## src/rtl/core/pbr_pkg.sv

```systemverilog
`timescale 1ns / 1ps
`default_nettype none

package pbr_pkg;

    localparam int LANE_W    = 8;
    localparam int OUT_LANES = 4;
    localparam int OUT_W     = LANE_W * OUT_LANES;
    localparam int CNT_W     = 3;
    localparam int RUN_W     = 8;

    // queue depth must stay a power of two, pointers wrap on their own
    localparam int Q_DEPTH   = 2;
    localparam int Q_PTR_W   = 1;
    localparam int Q_CNT_W   = 2;

    localparam logic [LANE_W-1:0] CODE_SKIP = 8'h80;

    // one unit of work for the back end: count copies of value, then an
    // optional truncation report
    typedef struct packed {
        logic [LANE_W-1:0] value;
        logic [RUN_W-1:0]  count;
        logic              trunc;
    } t_cmd;

endpackage

`default_nettype wire

```

## src/rtl/core/pbr_if.sv

```systemverilog
`timescale 1ns / 1ps
`default_nettype none

interface pbr_in_if;
    logic       valid;
    logic       ready;
    logic [7:0] code_byte;
    logic       end_of_block;

    modport source (output valid, output code_byte, output end_of_block, input ready);
    modport sink   (input valid, input code_byte, input end_of_block, output ready);
endinterface

interface pbr_out_if;
    logic        valid;
    logic        ready;
    logic [31:0] out_bytes;
    logic [2:0]  byte_count;
    logic        truncated;
    logic        last_of_item;

    modport source (
        output valid, output out_bytes, output byte_count, output truncated,
        output last_of_item, input ready
    );
    modport sink (
        input valid, input out_bytes, input byte_count, input truncated,
        input last_of_item, output ready
    );
endinterface

`default_nettype wire

```

## src/rtl/core/packbits_rle_decoder.sv

```systemverilog
`timescale 1ns / 1ps
`default_nettype none
// path: first result of a byte is registered in the request queue, then in the result register
// throughput: literal bytes and headers go at one per cycle while the queue has room;
//   a repeat of n copies leaves as results of up to four bytes, and a truncation report
//   as one more; a two-entry request queue takes input meanwhile until it fills
// reset: synchronous active low, clears decode state, queue and output valid

module packbits_rle_decoder import pbr_pkg::*; (
    input  wire logic  i_clk,
    input  wire logic  i_rst_n,
    pbr_in_if.sink     i_in,
    pbr_out_if.source  o_out
);

    logic push_ready, push, q_valid, q_pop;
    t_cmd push_cmd, q_cmd;

    pbr_front u_front (
        .i_clk          (i_clk),
        .i_rst_n        (i_rst_n),
        .i_valid        (i_in.valid),
        .i_code_byte    (i_in.code_byte),
        .i_end_of_block (i_in.end_of_block),
        .o_ready        (i_in.ready),
        .i_push_ready   (push_ready),
        .o_push         (push),
        .o_cmd          (push_cmd)
    );

    pbr_cmd_fifo u_fifo (
        .i_clk        (i_clk),
        .i_rst_n      (i_rst_n),
        .i_push       (push),
        .i_cmd        (push_cmd),
        .o_push_ready (push_ready),
        .i_pop        (q_pop),
        .o_valid      (q_valid),
        .o_cmd        (q_cmd)
    );

    pbr_back u_back (
        .i_clk          (i_clk),
        .i_rst_n        (i_rst_n),
        .i_q_valid      (q_valid),
        .i_q_cmd        (q_cmd),
        .o_q_pop        (q_pop),
        .o_valid        (o_out.valid),
        .i_ready        (o_out.ready),
        .o_out_bytes    (o_out.out_bytes),
        .o_byte_count   (o_out.byte_count),
        .o_truncated    (o_out.truncated),
        .o_last_of_item (o_out.last_of_item)
    );

endmodule

`default_nettype wire

```

## src/rtl/core/pbr_front.sv

```systemverilog
`timescale 1ns / 1ps
`default_nettype none

module pbr_front import pbr_pkg::*; (
    input  wire logic              i_clk,
    input  wire logic              i_rst_n,
    input  wire logic              i_valid,
    input  wire logic [LANE_W-1:0] i_code_byte,
    input  wire logic              i_end_of_block,
    output logic                   o_ready,
    input  wire logic              i_push_ready,
    output logic                   o_push,
    output t_cmd                   o_cmd
);

    typedef enum logic [1:0] {
        MODE_HEADER  = 2'd0,
        MODE_LITERAL = 2'd1,
        MODE_REPEAT  = 2'd2
    } t_mode_e;

    t_mode_e          r_mode, n_mode;
    logic [RUN_W-1:0] r_run, n_run;
    t_cmd             cmd;
    logic             accept;

    assign o_ready = i_push_ready;
    assign accept  = i_valid && i_push_ready;

    always_comb begin
        n_mode    = r_mode;
        n_run     = r_run;
        cmd       = '0;
        cmd.value = i_code_byte;
        case (r_mode)
            MODE_LITERAL: begin
                cmd.count = RUN_W'(1);
                n_run     = r_run - RUN_W'(1);
                if (n_run == '0) begin
                    n_mode = MODE_HEADER;
                end
            end
            MODE_REPEAT: begin
                cmd.count = r_run;
                n_mode    = MODE_HEADER;
                n_run     = '0;
            end
            default: begin
                if (!i_code_byte[LANE_W-1]) begin
                    n_mode = MODE_LITERAL;
                    n_run  = RUN_W'({1'b0, i_code_byte} + 9'd1);
                end else if (i_code_byte != CODE_SKIP) begin
                    // repeat count is one minus the signed header
                    n_mode = MODE_REPEAT;
                    n_run  = RUN_W'(9'd257 - {1'b0, i_code_byte});
                end else begin
                    n_mode = MODE_HEADER;
                    n_run  = '0;
                end
            end
        endcase
        if (i_end_of_block) begin
            cmd.trunc = (n_mode != MODE_HEADER);
            n_mode    = MODE_HEADER;
            n_run     = '0;
        end
    end

    assign o_push = accept && ((cmd.count != '0) || cmd.trunc);
    assign o_cmd  = cmd;

    always_ff @(posedge i_clk) begin
        if (!i_rst_n) begin
            r_mode <= MODE_HEADER;
            r_run  <= '0;
        end else if (accept) begin
            r_mode <= n_mode;
            r_run  <= n_run;
        end
    end

endmodule

`default_nettype wire

```

## src/rtl/core/pbr_cmd_fifo.sv

```systemverilog
`timescale 1ns / 1ps
`default_nettype none

module pbr_cmd_fifo import pbr_pkg::*; (
    input  wire logic i_clk,
    input  wire logic i_rst_n,
    input  wire logic i_push,
    input  wire t_cmd i_cmd,
    output logic      o_push_ready,
    input  wire logic i_pop,
    output logic      o_valid,
    output t_cmd      o_cmd
);

    t_cmd               r_mem [Q_DEPTH];
    logic [Q_PTR_W-1:0] r_wptr, r_rptr;
    logic [Q_CNT_W-1:0] r_cnt;
    logic               do_push, do_pop;

    assign o_push_ready = (r_cnt != Q_CNT_W'(Q_DEPTH));
    assign o_valid      = (r_cnt != '0);
    assign o_cmd        = r_mem[r_rptr];
    assign do_push      = i_push && o_push_ready;
    assign do_pop       = i_pop && o_valid;

    always_ff @(posedge i_clk) begin
        if (do_push) begin
            r_mem[r_wptr] <= i_cmd;
        end
    end

    always_ff @(posedge i_clk) begin
        if (!i_rst_n) begin
            r_wptr <= '0;
            r_rptr <= '0;
            r_cnt  <= '0;
        end else begin
            if (do_push) begin
                r_wptr <= r_wptr + 1'b1;
            end
            if (do_pop) begin
                r_rptr <= r_rptr + 1'b1;
            end
            if (do_push && !do_pop) begin
                r_cnt <= r_cnt + Q_CNT_W'(1);
            end else if (do_pop && !do_push) begin
                r_cnt <= r_cnt - Q_CNT_W'(1);
            end
        end
    end

endmodule

`default_nettype wire

```

## src/rtl/core/pbr_back.sv

```systemverilog
`timescale 1ns / 1ps
`default_nettype none

module pbr_back import pbr_pkg::*; (
    input  wire logic          i_clk,
    input  wire logic          i_rst_n,
    input  wire logic          i_q_valid,
    input  wire t_cmd          i_q_cmd,
    output logic               o_q_pop,
    output logic               o_valid,
    input  wire logic          i_ready,
    output logic [OUT_W-1:0]   o_out_bytes,
    output logic [CNT_W-1:0]   o_byte_count,
    output logic               o_truncated,
    output logic               o_last_of_item
);

    logic             r_active;
    t_cmd             r_cmd;
    logic             r_out_valid;
    logic [OUT_W-1:0] r_out_bytes;
    logic [CNT_W-1:0] r_byte_count;
    logic             r_truncated;
    logic             r_last;

    t_cmd             cur, n_cmd;
    logic             load, data_res, res_last;
    logic [CNT_W-1:0] take;
    logic [RUN_W-1:0] left_after;
    logic [OUT_W-1:0] word;

    always_comb begin
        cur  = r_active ? r_cmd : i_q_cmd;
        load = (r_active || i_q_valid) && (!r_out_valid || i_ready);
        take = (cur.count < RUN_W'(OUT_LANES)) ? cur.count[CNT_W-1:0]
                                                : CNT_W'(OUT_LANES);
        left_after = cur.count - RUN_W'(take);
        for (int i = 0; i < OUT_LANES; i++) begin
            word[i*LANE_W +: LANE_W] = (CNT_W'(i) < take) ? cur.value : '0;
        end
        data_res = (cur.count != '0);
        // the truncation report, if any, always closes the item
        res_last    = data_res ? ((left_after == '0) && !cur.trunc) : 1'b1;
        n_cmd       = cur;
        n_cmd.count = data_res ? left_after : '0;
    end

    assign o_q_pop = load && !r_active;

    always_ff @(posedge i_clk) begin
        if (!i_rst_n) begin
            r_active    <= 1'b0;
            r_out_valid <= 1'b0;
        end else begin
            if (load) begin
                r_active    <= !res_last;
                r_out_valid <= 1'b1;
            end else if (i_ready) begin
                r_out_valid <= 1'b0;
            end
        end
    end

    always_ff @(posedge i_clk) begin
        if (load) begin
            r_cmd        <= n_cmd;
            r_out_bytes  <= data_res ? word : '0;
            r_byte_count <= data_res ? take : '0;
            r_truncated  <= !data_res;
            r_last       <= res_last;
        end
    end

    assign o_valid        = r_out_valid;
    assign o_out_bytes    = r_out_bytes;
    assign o_byte_count   = r_byte_count;
    assign o_truncated    = r_truncated;
    assign o_last_of_item = r_last;

`ifndef NO_ASSERTIONS
    a_trunc_shape: assert property (@(posedge i_clk) disable iff (!i_rst_n)
        (r_out_valid && r_truncated) |-> (r_byte_count == '0 && r_last))
        else $error("truncation result carries bytes or is not last");

    a_data_shape: assert property (@(posedge i_clk) disable iff (!i_rst_n)
        (r_out_valid && !r_truncated) |->
            (r_byte_count != '0 && r_byte_count <= CNT_W'(OUT_LANES)))
        else $error("data result has bad byte count");

    a_active_work: assert property (@(posedge i_clk) disable iff (!i_rst_n)
        r_active |-> (r_cmd.count != '0 || r_cmd.trunc))
        else $error("back end holds a request with nothing left to do");

    a_no_pop_busy: assert property (@(posedge i_clk) disable iff (!i_rst_n)
        (load && !res_last) |=> r_active)
        else $error("unfinished request dropped");
`endif

endmodule

`default_nettype wire
```

## src/flat_wrapper.sv

```systemverilog
// flat-port wrapper written by rule: the top's interface ports become plain ports
module packbits_rle_decoder_flat import pbr_pkg::*;
  (i_clk, i_rst_n, i_in_valid, i_in_code_byte, i_in_end_of_block, i_in_ready, o_out_valid, o_out_out_bytes, o_out_byte_count, o_out_truncated, o_out_last_of_item, o_out_ready);
  pbr_in_if i_in_i ();
  pbr_out_if o_out_i ();
  input  wire logic i_clk;
  input  wire logic i_rst_n;
  input wire logic [$bits(i_in_i.valid)-1:0] i_in_valid;
  input wire logic [$bits(i_in_i.code_byte)-1:0] i_in_code_byte;
  input wire logic [$bits(i_in_i.end_of_block)-1:0] i_in_end_of_block;
  output wire logic [$bits(i_in_i.ready)-1:0] i_in_ready;
  output wire logic [$bits(o_out_i.valid)-1:0] o_out_valid;
  output wire logic [$bits(o_out_i.out_bytes)-1:0] o_out_out_bytes;
  output wire logic [$bits(o_out_i.byte_count)-1:0] o_out_byte_count;
  output wire logic [$bits(o_out_i.truncated)-1:0] o_out_truncated;
  output wire logic [$bits(o_out_i.last_of_item)-1:0] o_out_last_of_item;
  input wire logic [$bits(o_out_i.ready)-1:0] o_out_ready;
  assign i_in_i.valid = i_in_valid;
  assign i_in_i.code_byte = i_in_code_byte;
  assign i_in_i.end_of_block = i_in_end_of_block;
  assign i_in_ready = i_in_i.ready;
  assign o_out_valid = o_out_i.valid;
  assign o_out_out_bytes = o_out_i.out_bytes;
  assign o_out_byte_count = o_out_i.byte_count;
  assign o_out_truncated = o_out_i.truncated;
  assign o_out_last_of_item = o_out_i.last_of_item;
  assign o_out_i.ready = o_out_ready;
  packbits_rle_decoder u_core (.i_clk(i_clk), .i_rst_n(i_rst_n), .i_in(i_in_i), .o_out(o_out_i));
endmodule
```

## config.mk

```make
export PLATFORM = sky130hd
export DESIGN_NAME = packbits_rle_decoder_flat
export DESIGN_NICKNAME = d
export VERILOG_FILES = /design/src/rtl/core/pbr_pkg.sv /design/src/rtl/core/pbr_if.sv /design/src/rtl/core/packbits_rle_decoder.sv /design/src/rtl/core/pbr_front.sv /design/src/rtl/core/pbr_cmd_fifo.sv /design/src/rtl/core/pbr_back.sv /design/src/flat_wrapper.sv
export SDC_FILE = /design/constraint.sdc
export NUM_CORES = 1
export LEC_CHECK = 0
export BUFFER_PORTS_ARGS = -buffer_cell sky130_fd_sc_hd__buf_4
export CAP_MARGIN = 40
export CELL_PAD_IN_SITES_DETAIL_PLACEMENT = 1
export CELL_PAD_IN_SITES_GLOBAL_PLACEMENT = 1
export CORE_ASPECT_RATIO = 1.2
export CORE_MARGIN = 4
export CORE_UTILIZATION = 40
export CTS_BUF_LIST = sky130_fd_sc_hd__clkbuf_8
export CTS_CLUSTER_SIZE = 20
export DETAILED_ROUTE_END_ITERATION = 8
export GPL_ROUTABILITY_DRIVEN = 0
export PLACE_DENSITY_LB_ADDON = 0.05
export SYNTH_ARGS = -nofsm -noshare
export SYNTH_HDL_FRONTEND = slang
export SYNTH_SLANG_ARGS = --single-unit
```

## constraint.sdc

```tcl
create_clock -name i_clk -period 3.9 [get_ports i_clk]
set_input_delay 0.39 -clock i_clk [delete_from_list [all_inputs] [get_ports i_clk]]
set_output_delay 0.39 -clock i_clk [all_outputs]
set_load 0.005 [all_outputs]
```

=== Word-level counts from Yosys, hierarchy flattened ===
Memories as Yosys holds them, arrays and structs flattened. A register that Yosys moved wholly into a read port is not among the register bits.
Index checks and enable logic that the tools add are counted.

* Add/sub/neg operators: 8
* Magnitude comparators: 5
* Equal/unequal tests: 4
* Mux-type cells: 22
* Reduce and logical (&&, ||, !) cells: 31

{| class="wikitable"
|+ Operators with widths
! cell !! count
|-
| one-hot mux 8 bit (2 select lines) || 2
|-
| 2-to-1 mux 8 bit || 3
|-
| 2-to-1 mux 17 bit || 1
|-
| logical NOT 8 bit || 2
|-
| nonzero test 8 bit || 2
|-
| 2-to-1 mux 2 bit || 6
|-
| logical AND 1 bit || 9
|-
| adder 8 x 1 -> 8 bit (second input constant) || 1
|-
| less-than comparator 8 x 3 -> 1 bit (second input constant) || 1
|-
| 2-to-1 mux 1 bit || 8
|-
| != test 8 bit (second input constant) || 1
|-
| AND reduction 2 bit || 4
|-
| nonzero test 2 bit || 4
|-
| subtractor 1 x 8 -> 8 bit (first input constant) || 1
|-
| subtractor 8 x 1 -> 8 bit (second input constant) || 1
|-
| subtractor 8 x 3 -> 8 bit || 1
|-
| logical NOT 1 bit || 7
|-
| less-than comparator 1 x 3 -> 1 bit (first input constant) || 2
|-
| less-than comparator 2 x 3 -> 1 bit (first input constant) || 2
|-
| one-hot mux 2 bit (2 select lines) || 1
|-
| logical OR 1 bit || 3
|-
| 2-to-1 mux 3 bit || 1
|-
| adder 1 bit (second input constant) || 2
|-
| adder 2 x 1 -> 2 bit (second input constant) || 1
|-
| 4 further kinds || 4
|}

* Register bits: 70
* Bits in writable memories: 34
* Bits of input ports: 13
* Output and inout port bits: 39
* Word-level logic and storage cells: 88
* Memories kept: 1

{| class="wikitable"
|+ Memory list
! memory !! words !! bits a word !! read ports !! clocked after memory_dff !! wr ports !! line !! source
|-
| u_core.u_fifo.r_mem || 2 || 17 || 1 || 1 || 1 || pbr_cmd_fifo.sv:15 || <nowiki>t_cmd r_mem [Q_DEPTH];</nowiki>
|}

=== Depth between registers and ports, before layout ===
Gate-level depths: netlist (run 1).

* Depth after elaboration: 13
* Depth in mapped cells: 9
* Depth with buffers taken out: 9

=== Modules after synthesis ===
A second synthesis (run 1) with hierarchy kept.

* Cell total of the unflattened synthesis: 425
* Area total of the unflattened synthesis: 5086.1 um^2

{| class="wikitable"
|+ By module, submodules not included
! module !! times used !! cells each !! area each (um^2)
|-
| pbr_back || 1 || 180 || 2404.8
|-
| pbr_cmd_fifo || 1 || 77 || 1467.7
|-
| pbr_front || 1 || 168 || 1213.7
|}

=== Least setup slack after synthesis (run 1) ===
No wires, ideal clock.

* Kind: register -> register
* Start: register u_core.u_back.r_active
* End: register u_core.u_back.r_byte_count[0], in the netlist u_core.u_back.o_byte_count[0], enable pin
* Data arrival time: 3550 ps
* Required time: 3434 ps
* Path slack: -116 ps
* Stages on the path, launching flop included: 6
* Period minus slack after synthesis: 4016 ps
* Cells stage by stage: dfxtp_1 > buf_2 > clkbuf_1 > buf_1 > nor3_1 > nor2_1

* Longest elaborated chain between the ends: 2

{| class="wikitable"
|+ RTL lines
! item !! line !! source
|-
| from (decl) || pbr_back.sv:18 || <nowiki>logic r_active;</nowiki>
|-
| from (signal assigned) || pbr_back.sv:56 || <nowiki>r_active <= !res_last;</nowiki>
|-
| logical OR 1 bit || pbr_back.sv:34 || <nowiki>load = (r_active || i_q_valid) && (!r_out_valid || i_ready);</nowiki>
|-
| logical AND 1 bit || pbr_back.sv:34 ||
|-
| net u_core.u_back.load || pbr_back.sv:27 || <nowiki>logic load, data_res, res_last;</nowiki>
|-
| to (signal assigned) || pbr_back.sv:68 || <nowiki>r_byte_count <= data_res ? take : '0;</nowiki>
|-
| to (decl) || pbr_back.sv:22 || <nowiki>logic [CNT_W-1:0] r_byte_count;</nowiki>
|}

The timed path passes the listed nets, and every way through them passes these cells.
A chain may end at the register's enable or synchronous reset.

==> flow_metrics.env, run 1 <==
export IMPL_synth_async_sr_flop_share_pct=0
export IMPL_number_of_global_route_vias_before_repair=3209
export IMPL_cellPowerDensity_nw_per_um2=703
export IMPL_worst_path_max_fanout=17
export IMPL_fin_skew_ns=0.0104
export IMPL_vdd_drop_max_uv=216
export IMPL_timing_final_hold_violations=0
export IMPL_final_setup_fails=0
export IMPL_crit_chain="mux2_1, mux2i_1, nand2_2, nor3b_2, nor2_1"
export IMPL_tritoncts_num_sinks=105
export IMPL_layout_worst_path_cycle_share_pct=70.1
export IMPL_grt_first_pass_wirelength_mm=16.7
export IMPL_cp_top_family="flip-flops"
export IMPL_timing_max_transition_violations_final=0
export IMPL_grt_start_max_net_pins=55
export IMPL_path_buf_inv=0
export IMPL_rr_worst_depth=5
export IMPL_critical_path_endpoint_type="register"
export IMPL_clk_pin_slew_worst_paths_ns=0.10
export IMPL_synth_enable_flop_cells=88
export IMPL_hold_class="in2reg"
export IMPL_postSynthRegisterBits=105
export IMPL_ctsRootBufferMaster="sky130_fd_sc_hd__clkbuf_8"
export IMPL_run_status="finished clean"
export IMPL_final_worst_path_setup_slack_ns=1.16
export IMPL_reg2reg_slack_ns=1.16
export IMPL_path_depth=5
export IMPL_floorplan_io_pins=52
export IMPL_totalNegativeSetupSlack_ns=0
export IMPL_start_kind="register"
export IMPL_die_width_um=109
export IMPL_routed_via_density=5.16
export IMPL_place_ws_ns=1.13
export IMPL_yosysMostFrequentCell="sky130_fd_sc_hd__edfxtp_1"
export IMPL_synthDistinctLibCells=58
export IMPL_average_cell_area_after_synthesis_sq_um=12.4
export IMPL_power_total_uw=3910
export IMPL_std_cell_rows=43
export IMPL_drt_first_pass_iters=4
export IMPL_ys_top_cells_by_count="sky130_fd_sc_hd__edfxtp_1, sky130_fd_sc_hd__nor2_1, sky130_fd_sc_hd__inv_1, sky130_fd_sc_hd__a21oi_1, sky130_fd_sc_hd__dfxtp_1"
export IMPL_syn2layout_area_growth_pct=14.8
export IMPL_n_antenna_cell=0
export IMPL_via_count=3129
export IMPL_timing_critical_path_slowest_cell_delay_ns=0.88
export IMPL_yosys_warnings=0
export IMPL_fp_dieArea_sq_um=14000
export IMPL_initial_core_util_pct=41.3
export IMPL_total_leakage_power_uw=0.00205
export IMPL_nNetsFinal=466
export IMPL_capturing_instance_or_port_of_the_critical_path="u_core.u_back.o_out_bytes[11]$_SDFFCE_PN0P_"
export IMPL_port_buffers=51
export IMPL_fmaxAchievable_mhz=366
export IMPL_critical_path_slowest_cell="sky130_fd_sc_hd__dfxtp_1"
export IMPL_max_clock_path_buffers=2
export IMPL_drt_iter0_drc=97
export IMPL_dominantRegCellSynth="sky130_fd_sc_hd__edfxtp_1"
export IMPL_routed_wirelength_mm=10.1
export IMPL_rsz0062_at_grt="no"
export IMPL_post_cts_setup_buffers=0
export IMPL_cp_arrival_ns=2.83
export IMPL_synth_seq_area_share_pct=61.5
export IMPL_floorplan_core_area_sq_um=11700
export IMPL_tightest_slew_ns=0.842
export IMPL_wl_per_cell_um=16.6
export IMPL_htree_num_levels=3
export IMPL_finalWorstPathRequiredPeriod_ns=2.74
export IMPL_global_route_overflow_total=0
export IMPL_max_cap_violations=0
export IMPL_synthDominantAreaCellType="sky130_fd_sc_hd__edfxtp_1"
export IMPL_cts_repair_resized=0
export IMPL_cts_hold_repair_buffers=0
export IMPL_ant_nets=0
export IMPL_worst_skew_pair_late_latency_ns=0.36
export IMPL_worst_setup_path_type="reg2reg"
export IMPL_grt_util_all_layers_pct=15.3
export IMPL_syn_inst=392
export IMPL_tritoncts_clock_tree="built"
export IMPL_layout_drive_gt1_share_pct=20.9
export IMPL_synth_net_count=414
export IMPL_grt_antenna_before_repair=0
export IMPL_max_slew_margin_pct=43.8
export IMPL_required_ns=4.00
export IMPL_synth_largest_type_area_fraction_pct=54.5
export IMPL_synth_area_sq_um=4850
export IMPL_dp_hpwl_mm=7.38
export IMPL_drc=0
export IMPL_netlist_top_cells_area="sky130_fd_sc_hd__edfxtp_1, sky130_fd_sc_hd__dfxtp_1, sky130_fd_sc_hd__nor2_1"
export IMPL_fillers=1280
export IMPL_die_height_um=129
export IMPL_timing_rr_end="u_core.u_back.o_out_bytes[11]$_SDFFCE_PN0P_"
export IMPL_numCtsBuffers=9
## layer usage
| layer | global-route usage [%] | vias up | wire (um) |
|---|---|---|---|
| met5 | 0 | - | 0 |
| met4 | 6.76 | 0 | 321 |
| met3 | 2.36 | 20 | 319 |
| met2 | 25.4 | 69 | 4930 |
| met1 | 19.6 | 1517 | 4480 |
| li1 | - | 1523 | - |
## metrics by stage
stage	hold slack (ns)	instance area (sq um)	util (%)	instances
after floorplan	0.472	4850	-	392
after global placement	0.492	5400	46.0	590
after detailed placement	0.492	5400	46.0	590
after CTS	0.254	5570	47.5	606
after global routing	0.253	5570	47.5	606
final	0.261	5570	47.5	606
## report_power, final
part,internal (uW),switching [uW]
clock,230,369
combinational,588,769
sequential,1770,182
total,2590,1320
## kinds of logic (layout without fill, tap and decap cells)
logic type      count (synthesis)  in the layout  synth area share, %
mux                            29             29                 7.07
fa+ha+maj                       9              9                 2.32
buf+inv                        38             95                 3.25
xor+xnor                       12             12                 2.17
simple gates                  137            137                 14.8
compound gates                 62             62                 8.90
flops                         105            105                 61.5
## flip-flops by register name, indices dropped and copies added, names as in the netlist, named ones only
| signal | count |
|---|---|
| u_core.u_back.r_active | 1 |
| u_core.u_fifo.r_rptr | 1 |
| u_core.u_fifo.r_cnt | 2 |
| u_core.u_fifo.r_wptr | 1 |
| u_core.u_back.o_truncated | 1 |
| u_core.u_front.r_mode | 2 |
| u_core.u_fifo.r_mem | 34 |
| u_core.u_front.r_run | 8 |
| u_core.u_back.o_byte_count | 3 |
| u_core.u_back.o_last_of_item | 1 |
| u_core.u_back.r_cmd | 17 |
| u_core.u_back.o_valid | 1 |
| u_core.u_back.o_out_bytes | 32 |
## worst min-delay path by stage
stage,from,end,slack [ns],depth (start not counted)
floorplan,u_core.u_fifo.r_rptr$_SDFFE_PN0P_,register,0.47,2
global route,i_in_code_byte[5],u_core.u_fifo.r_mem[0][14]$_DFFE_PP_,0.25,1
finish,i_in_code_byte[5],u_core.u_fifo.r_mem[0][14]$_DFFE_PP_,0.26,1
detailed placement,u_core.u_fifo.r_rptr$_SDFFE_PN0P_,register,0.49,2
CTS,i_in_code_byte[5],u_core.u_fifo.r_mem[0][14]$_DFFE_PP_,0.25,1
global placement,u_core.u_fifo.r_rptr$_SDFFE_PN0P_,u_core.u_fifo.r_rptr$_SDFFE_PN0P_,0.49,2
## placed cells by master (no fill, tap or decap), types with 3 or more instances in the layout
master | Yosys | routed
sky130_fd_sc_hd__o21ai_0 | 12 | 12
sky130_fd_sc_hd__xor2_1 | 10 | 10
sky130_fd_sc_hd__or3_1 | 5 | 5
sky130_fd_sc_hd__mux2i_4 | 3 | 3
sky130_fd_sc_hd__ha_1 | 9 | 9
sky130_fd_sc_hd__a22oi_1 | 3 | 3
sky130_fd_sc_hd__edfxtp_1 | 88 | 88
sky130_fd_sc_hd__mux2_2 | 5 | 5
sky130_fd_sc_hd__a21oi_1 | 20 | 20
sky130_fd_sc_hd__clkbuf_8 | 0 | 9
sky130_fd_sc_hd__nand2_1 | 8 | 8
sky130_fd_sc_hd__o22ai_1 | 6 | 6
sky130_fd_sc_hd__dfxtp_1 | 17 | 17
sky130_fd_sc_hd__inv_1 | 23 | 23
sky130_fd_sc_hd__nand2b_1 | 8 | 8
sky130_fd_sc_hd__nor3_2 | 3 | 3
sky130_fd_sc_hd__buf_4 | 1 | 55
sky130_fd_sc_hd__a31oi_1 | 3 | 3
sky130_fd_sc_hd__mux2_1 | 4 | 4
sky130_fd_sc_hd__and2_1 | 11 | 11
sky130_fd_sc_hd__nand3_1 | 11 | 11
sky130_fd_sc_hd__o211ai_1 | 3 | 3
sky130_fd_sc_hd__mux2i_1 | 16 | 16
sky130_fd_sc_hd__nor3_1 | 7 | 7
sky130_fd_sc_hd__nor2_1 | 65 | 64
## cell type report
type / count / area (sq um) / share of cell area, %
clock buffers: 9 / 124 / 2.22
clock inverters: 7 / 45.0 / 0.809
inverters: 24 / 90.1 / 1.62
multi-input cells: 249 / 1720 / 30.8
flip-flops and latches: 105 / 2980 / 53.6
well taps: 157 / 196 / 3.53
repair buffers: 55 / 413 / 7.42
Power figures use the tool's default switching activity.
==> inputs of run 2 (changes only) <==
clock period = 2.59 ns   (was 3.9 ns; I/O delays follow)
==> flow_metrics.env, run 2 (synthesis results as in run 1) <==
export IMPL_total_leakage_power_uw=0.00217
export IMPL_floorplan_io_pins=52
export IMPL_timing_max_transition_violations_final=0
export IMPL_critical_path_slowest_cell="sky130_fd_sc_hd__or3_1"
export IMPL_max_cap_violations=0
export IMPL_cellPowerDensity_nw_per_um2=1060
export IMPL_drt_iter0_drc=80
export IMPL_std_cell_rows=43
export IMPL_reg2reg_slack_ns=0.24
export IMPL_routed_via_density=5.11
export IMPL_htree_num_levels=3
export IMPL_numCtsBuffers=9
export IMPL_worst_path_most_repeated_cell="sky130_fd_sc_hd__ha_1"
export IMPL_path_buf_inv=1
export IMPL_critical_path_endpoint_type="register"
export IMPL_floorplan_core_area_sq_um=11700
export IMPL_total_area_of_multi_input_combinational_cells_sq_um=1730
export IMPL_timing_critical_path_slowest_cell_delay_ns=0.37
export IMPL_grt_antenna_before_repair=0
export IMPL_fmaxAchievable_mhz=425
export IMPL_min_delay_start="i_in_code_byte[5]"
export IMPL_required_ns=2.89
export IMPL_min_to="u_core.u_fifo.r_mem[1][14]$_DFFE_PP_"
export IMPL_fp_dieArea_sq_um=14000
export IMPL_worst_skew_pair_late_latency_ns=0.37
export IMPL_syn2layout_area_growth_pct=18.6
export IMPL_final_seq_area_sq_um=2980
export IMPL_postPlaceCellArea_sq_um=5520
export IMPL_worst_setup_path_type="reg2reg"
export IMPL_drc=0
export IMPL_layout_cells_most_common="sky130_fd_sc_hd__edfxtp_1"
export IMPL_cp_arrival_ns=2.66
export IMPL_die_height_um=129
export IMPL_max_flop_register="u_core.u_fifo.r_mem"
export IMPL_timing_final_hold_violations=0
export IMPL_layout_worst_path_cycle_share_pct=90.8
export IMPL_ant_nets=0
export IMPL_tritoncts_num_sinks=105
export IMPL_dp_hpwl_mm=7.74
export IMPL_run_status="finished clean"
export IMPL_drt_first_pass_iters=4
export IMPL_max_slew_margin_pct=54.5
export IMPL_final_core_utilization_pct=49.0
export IMPL_hold_class="in2reg"
export IMPL_cp_top_family="adder cells"
export IMPL_via_count=3183
export IMPL_n_antenna_cell=0
export IMPL_tightest_slew_ns=0.683
export IMPL_timing_rr_end="u_core.u_fifo.r_cnt[1]$_SDFFE_PN0P_"
export IMPL_crit_chain="inv_1, ha_1, or2_2, a31oi_1, ha_1, or3_1, a21oi_1"
export IMPL_global_route_overflow_total=0
export IMPL_start_kind="register"
export IMPL_final_setup_fails=0
export IMPL_fin_area_sq_um=5750
export IMPL_rr_worst_depth=7
export IMPL_routed_wirelength_mm=10.3
export IMPL_grt_first_pass_wirelength_mm=17.3
export IMPL_wl_per_cell_um=16.6
export IMPL_largest_register_ffs=34
export IMPL_cts_hold_repair_buffers=0
export IMPL_port_buffers=51
export IMPL_fin_skew_ns=0.0123
export IMPL_finalWorstPathRequiredPeriod_ns=2.35
export IMPL_hold_path_depth=1
export IMPL_layout_common_cells="sky130_fd_sc_hd__edfxtp_1, sky130_fd_sc_hd__buf_4, sky130_fd_sc_hd__nor2_1"
export IMPL_ctsRootBufferMaster="sky130_fd_sc_hd__clkbuf_8"
export IMPL_clk_pin_slew_worst_paths_ns=0.10
export IMPL_critical_path_reg2reg_startpoint="u_core.u_front.r_mode[0]$_SDFFE_PN0P_"
export IMPL_grt_start_max_net_pins=55
export IMPL_die_width_um=109
export IMPL_rsz0062_at_grt="no"
export IMPL_number_of_global_route_vias_before_repair=3335
export IMPL_initial_core_util_pct=41.3
export IMPL_max_clock_path_buffers=2
export IMPL_power_total_uw=6070
export IMPL_fillers=1284
export IMPL_fin_worst_hold_slack_ns=0.113
export IMPL_vdd_drop_max_uv=359
export IMPL_layout_drive_gt1_share_pct=24.9
export IMPL_grt_util_all_layers_pct=16.1
export IMPL_worst_path_max_fanout=5
export IMPL_nNetsFinal=483
export IMPL_tritoncts_clock_tree="built"
## run 2: metrics by stage
step	TNS, ns	std cells	setup slack [ns]
4_1_cts	0	622	0.0100
3_5_place_dp	-0.186	606	-0.0122
6_report	0	623	0.238
5_1_grt	0	623	0.0239
3_3_place_gp	0	606	0.00583
2_1_floorplan	0	392	0.0545
## run 2: metal layers
layer,wire length (um),up-vias,GRT usage (%)
met5,0,-,0
met4,169,0,4.83
met3,346,13,3.61
met2,5330,48,27.6
met1,4490,1561,20.2
li1,-,1561,-
## run 2: repair_timing
| action | CTS | global route |
|---|---|---|
| endpoints found under the setup margin | 17 | 21 |
| pin swaps | 0 | 1 |
| setup buffers | 0 | 1 |
| resized for setup | 1 | 3 |
## run 2: report_power, final
group	switching (uW)	internal, uW	leakage [uW]
sequential	224	2670	0.000981
combinational	1230	954	0.00109
clock	607	378	0.0000959
## run 2: layout make-up
cell class	instances	area share, %
Clock buffer	9	2.15
Clock inverter	7	1.22
Inverter	24	1.57
Multi-Input combinational cell	249	30.2
Sequential cell	105	51.9
Tap cell	157	3.42
Timing Repair Buffer	72	9.61
## run 2: worst reg2reg max path: stages, from the launching register on
cell                      delay, ns
sky130_fd_sc_hd__dfxtp_1       0.35
sky130_fd_sc_hd__inv_1         0.06
sky130_fd_sc_hd__ha_1          0.36
sky130_fd_sc_hd__or2_2         0.32
sky130_fd_sc_hd__a31oi_1       0.36
sky130_fd_sc_hd__ha_1          0.34
sky130_fd_sc_hd__or3_1         0.37
sky130_fd_sc_hd__a21oi_1       0.13
## run 2: worst max-delay path by stage
stage | cells past startpoint | startpoint | end
after global routing | 7 | u_core.u_front.r_run[1]$_SDFFE_PN0P_ | u_core.u_fifo.r_mem[1][0]$_DFFE_PP_
after detailed placement | 5 | u_core.u_front.r_mode[0]$_SDFFE_PN0P_ | u_core.u_fifo.r_mem[0][12]$_DFFE_PP_
final | 7 | u_core.u_front.r_mode[0]$_SDFFE_PN0P_ | u_core.u_fifo.r_cnt[1]$_SDFFE_PN0P_
after global placement | 5 | u_core.u_front.r_mode[0]$_SDFFE_PN0P_ | u_core.u_fifo.r_mem[0][14]$_DFFE_PP_
after CTS | 5 | u_core.u_front.r_mode[0]$_SDFFE_PN0P_ | u_core.u_fifo.r_mem[1][13]$_DFFE_PP_
after floorplan | 5 | u_core.u_back.r_active$_SDFFE_PN0P_ | u_core.u_back.o_byte_count[0]$_SDFFCE_PP0P_
==> inputs of run 3 (changes only) <==
--- a/constraint.sdc
+++ b/constraint.sdc
@@ -3,2 +3,2 @@
 set_output_delay 0.259 -clock i_clk [all_outputs]
-set_load 0.005 [all_outputs]
+set_load 0.1 [all_outputs]
==> flow_metrics.env, run 3 (synthesis results as in run 1) <==
export IMPL_worst_setup_path_type="reg2reg"
export IMPL_reg2reg_slack_ns=0.20
export IMPL_max_clock_path_buffers=2
export IMPL_drt_first_pass_iters=4
export IMPL_tritoncts_clock_tree="built"
export IMPL_std_cell_rows=43
export IMPL_max_slew_margin_pct=53.7
export IMPL_tightest_slew_ns=0.694
export IMPL_floorplan_core_area_sq_um=11700
export IMPL_cts_repair_resized=0
export IMPL_grt_start_max_net_pins=55
export IMPL_numCtsBuffers=9
export IMPL_layout_drive_gt1_share_pct=24.9
export IMPL_min_delay_start="i_in_code_byte[5]"
export IMPL_post_cts_setup_buffers=0
export IMPL_dp_hpwl_mm=8.03
export IMPL_fin_skew_ns=0.0132
export IMPL_worst_path_max_fanout=8
export IMPL_syn2layout_area_growth_pct=18.7
export IMPL_number_of_global_route_vias_before_repair=3318
export IMPL_wl_per_cell_um=17.1
export IMPL_timing_rr_end="u_core.u_fifo.r_mem[1][0]$_DFFE_PP_"
export IMPL_rr_worst_depth=7
export IMPL_hold_path_depth=1
export IMPL_grt_antenna_before_repair=0
export IMPL_port_buffers=51
export IMPL_hold_class="in2reg"
export IMPL_min_to="u_core.u_fifo.r_mem[1][14]$_DFFE_PP_"
export IMPL_largest_register_ffs=34
export IMPL_required_ns=2.69
export IMPL_worst_skew_pair_late_latency_ns=0.37
export IMPL_max_flop_register="u_core.u_fifo.r_mem"
export IMPL_timing_max_transition_violations_final=0
export IMPL_grtUsageMet3_pct=3.71
export IMPL_finalWorstPathRequiredPeriod_ns=2.39
export IMPL_grt_first_pass_wirelength_mm=17.1
export IMPL_ant_nets=0
export IMPL_grt_busiest_layer="met2"
export IMPL_layout_cells_most_common="sky130_fd_sc_hd__edfxtp_1"
export IMPL_layout_worst_path_cycle_share_pct=92.2
export IMPL_routed_wirelength_mm=10.6
export IMPL_n_antenna_cell=0
export IMPL_layout_common_cells="sky130_fd_sc_hd__edfxtp_1, sky130_fd_sc_hd__buf_4, sky130_fd_sc_hd__nor2_1"
export IMPL_cts_hold_repair_buffers=0
export IMPL_clk_pin_slew_worst_paths_ns=0.10
export IMPL_totalNegativeSetupSlack_ns=0
export IMPL_floorplan_io_pins=52
export IMPL_nNetsFinal=483
export IMPL_start_kind="register"
export IMPL_routed_via_density=5.15
export IMPL_critical_path_endpoint_type="register"
export IMPL_rsz0062_at_grt="no"
export IMPL_fp_dieArea_sq_um=14000
export IMPL_grt_util_all_layers_pct=16.0
export IMPL_final_setup_fails=0
export IMPL_die_height_um=129
export IMPL_timing_final_hold_violations=0
export IMPL_initial_core_util_pct=41.3
export IMPL_critical_path_reg2reg_startpoint="u_core.u_front.r_run[0]$_SDFFE_PN0P_"
export IMPL_max_cap_violations=0
export IMPL_tritoncts_num_sinks=105
export IMPL_met1_usage_pct=19.1
export IMPL_via_count=3211
export IMPL_die_width_um=109
export IMPL_drc=0
export IMPL_drt_iter0_drc=76
export IMPL_global_route_overflow_total=0
export IMPL_groute_layer_met2_usage_pct=27.2
export IMPL_htree_num_levels=3
export IMPL_fmaxAchievable_mhz=419
export IMPL_ctsRootBufferMaster="sky130_fd_sc_hd__clkbuf_8"
export IMPL_cp_arrival_ns=2.49
export IMPL_run_status="finished clean"
run 3: cell types whose count changed in the layout (fill, tap and decap cells not counted), sizes merged:
cell    previous run  this run
inv               29        28
bufinv             0         1
run 3: worst max-delay path by stage:
stage | startpoint | to | slack, ns | depth (start not counted)
6_report | u_core.u_front.r_run[0]$_SDFFE_PN0P_ | u_core.u_fifo.r_mem[1][0]$_DFFE_PP_ | 0.20 | 7
4_1_cts | u_core.u_front.r_mode[0]$_SDFFE_PN0P_ | u_core.u_fifo.r_mem[0][1]$_DFFE_PP_ | 0.0008 | 5
5_1_grt | register | u_core.u_back.o_out_bytes[7]$_SDFFCE_PN0P_ | 0.01 | 5
3_3_place_gp | u_core.u_front.r_mode[0]$_SDFFE_PN0P_ | u_core.u_fifo.r_mem[0][12]$_DFFE_PP_ | 0.06 | 5
3_5_place_dp | u_core.u_front.r_mode[0]$_SDFFE_PN0P_ | u_core.u_fifo.r_mem[0][12]$_DFFE_PP_ | 0.02 | 5
2_1_floorplan | u_core.u_back.r_active$_SDFFE_PN0P_ | u_core.u_back.o_byte_count[0]$_SDFFCE_PP0P_ | 0.05 | 5
run 3: worst max-delay path: stages (launching register included):
cell and delay [ns]:
sky130_fd_sc_hd__dfxtp_1 0.52, sky130_fd_sc_hd__inv_1 0.08, sky130_fd_sc_hd__ha_1 0.26, sky130_fd_sc_hd__nor4b_4 0.16, sky130_fd_sc_hd__xor2_1 0.13, sky130_fd_sc_hd__or3_1 0.33, sky130_fd_sc_hd__a2111oi_2 0.46, sky130_fd_sc_hd__o31ai_1 0.17
run 3: metrics by stage:
stage	hold slack [ns]	std cells	utilization [%]	worst slack [ns]	instance area, sq um
after detailed placement	0.495	607	47.2	0.0177	5530
after CTS	0.0920	623	49.0	0.000807	5740
after global routing	0.0926	623	49.1	0.0119	5760
after floorplan	0.358	392	-	0.0545	4860
final	0.116	623	49.1	0.203	5760
after global placement	0.491	607	47.2	0.0584	5530
run 3: routing by layer:
metal / share of wire [%] / wire length (um)
met1: 42 / 4460
met2: 50 / 5350
met3: 4.3 / 461
met4: 3.5 / 373
met5: 0 / 0
run 3: layout make-up:
class	count	area (sq um)
Clock buffer	9	124
Clock inverter	7	86.3
Fill cell	1291	5970
Inverter	24	90.1
Multi-Input combinational cell	249	1740
Sequential cell	105	2980
Tap cell	157	196
Timing Repair Buffer	72	541
Power of run 3 is not shown: default switching activity piles up to over one toggle a cycle in this logic, so the estimate is an artifact.
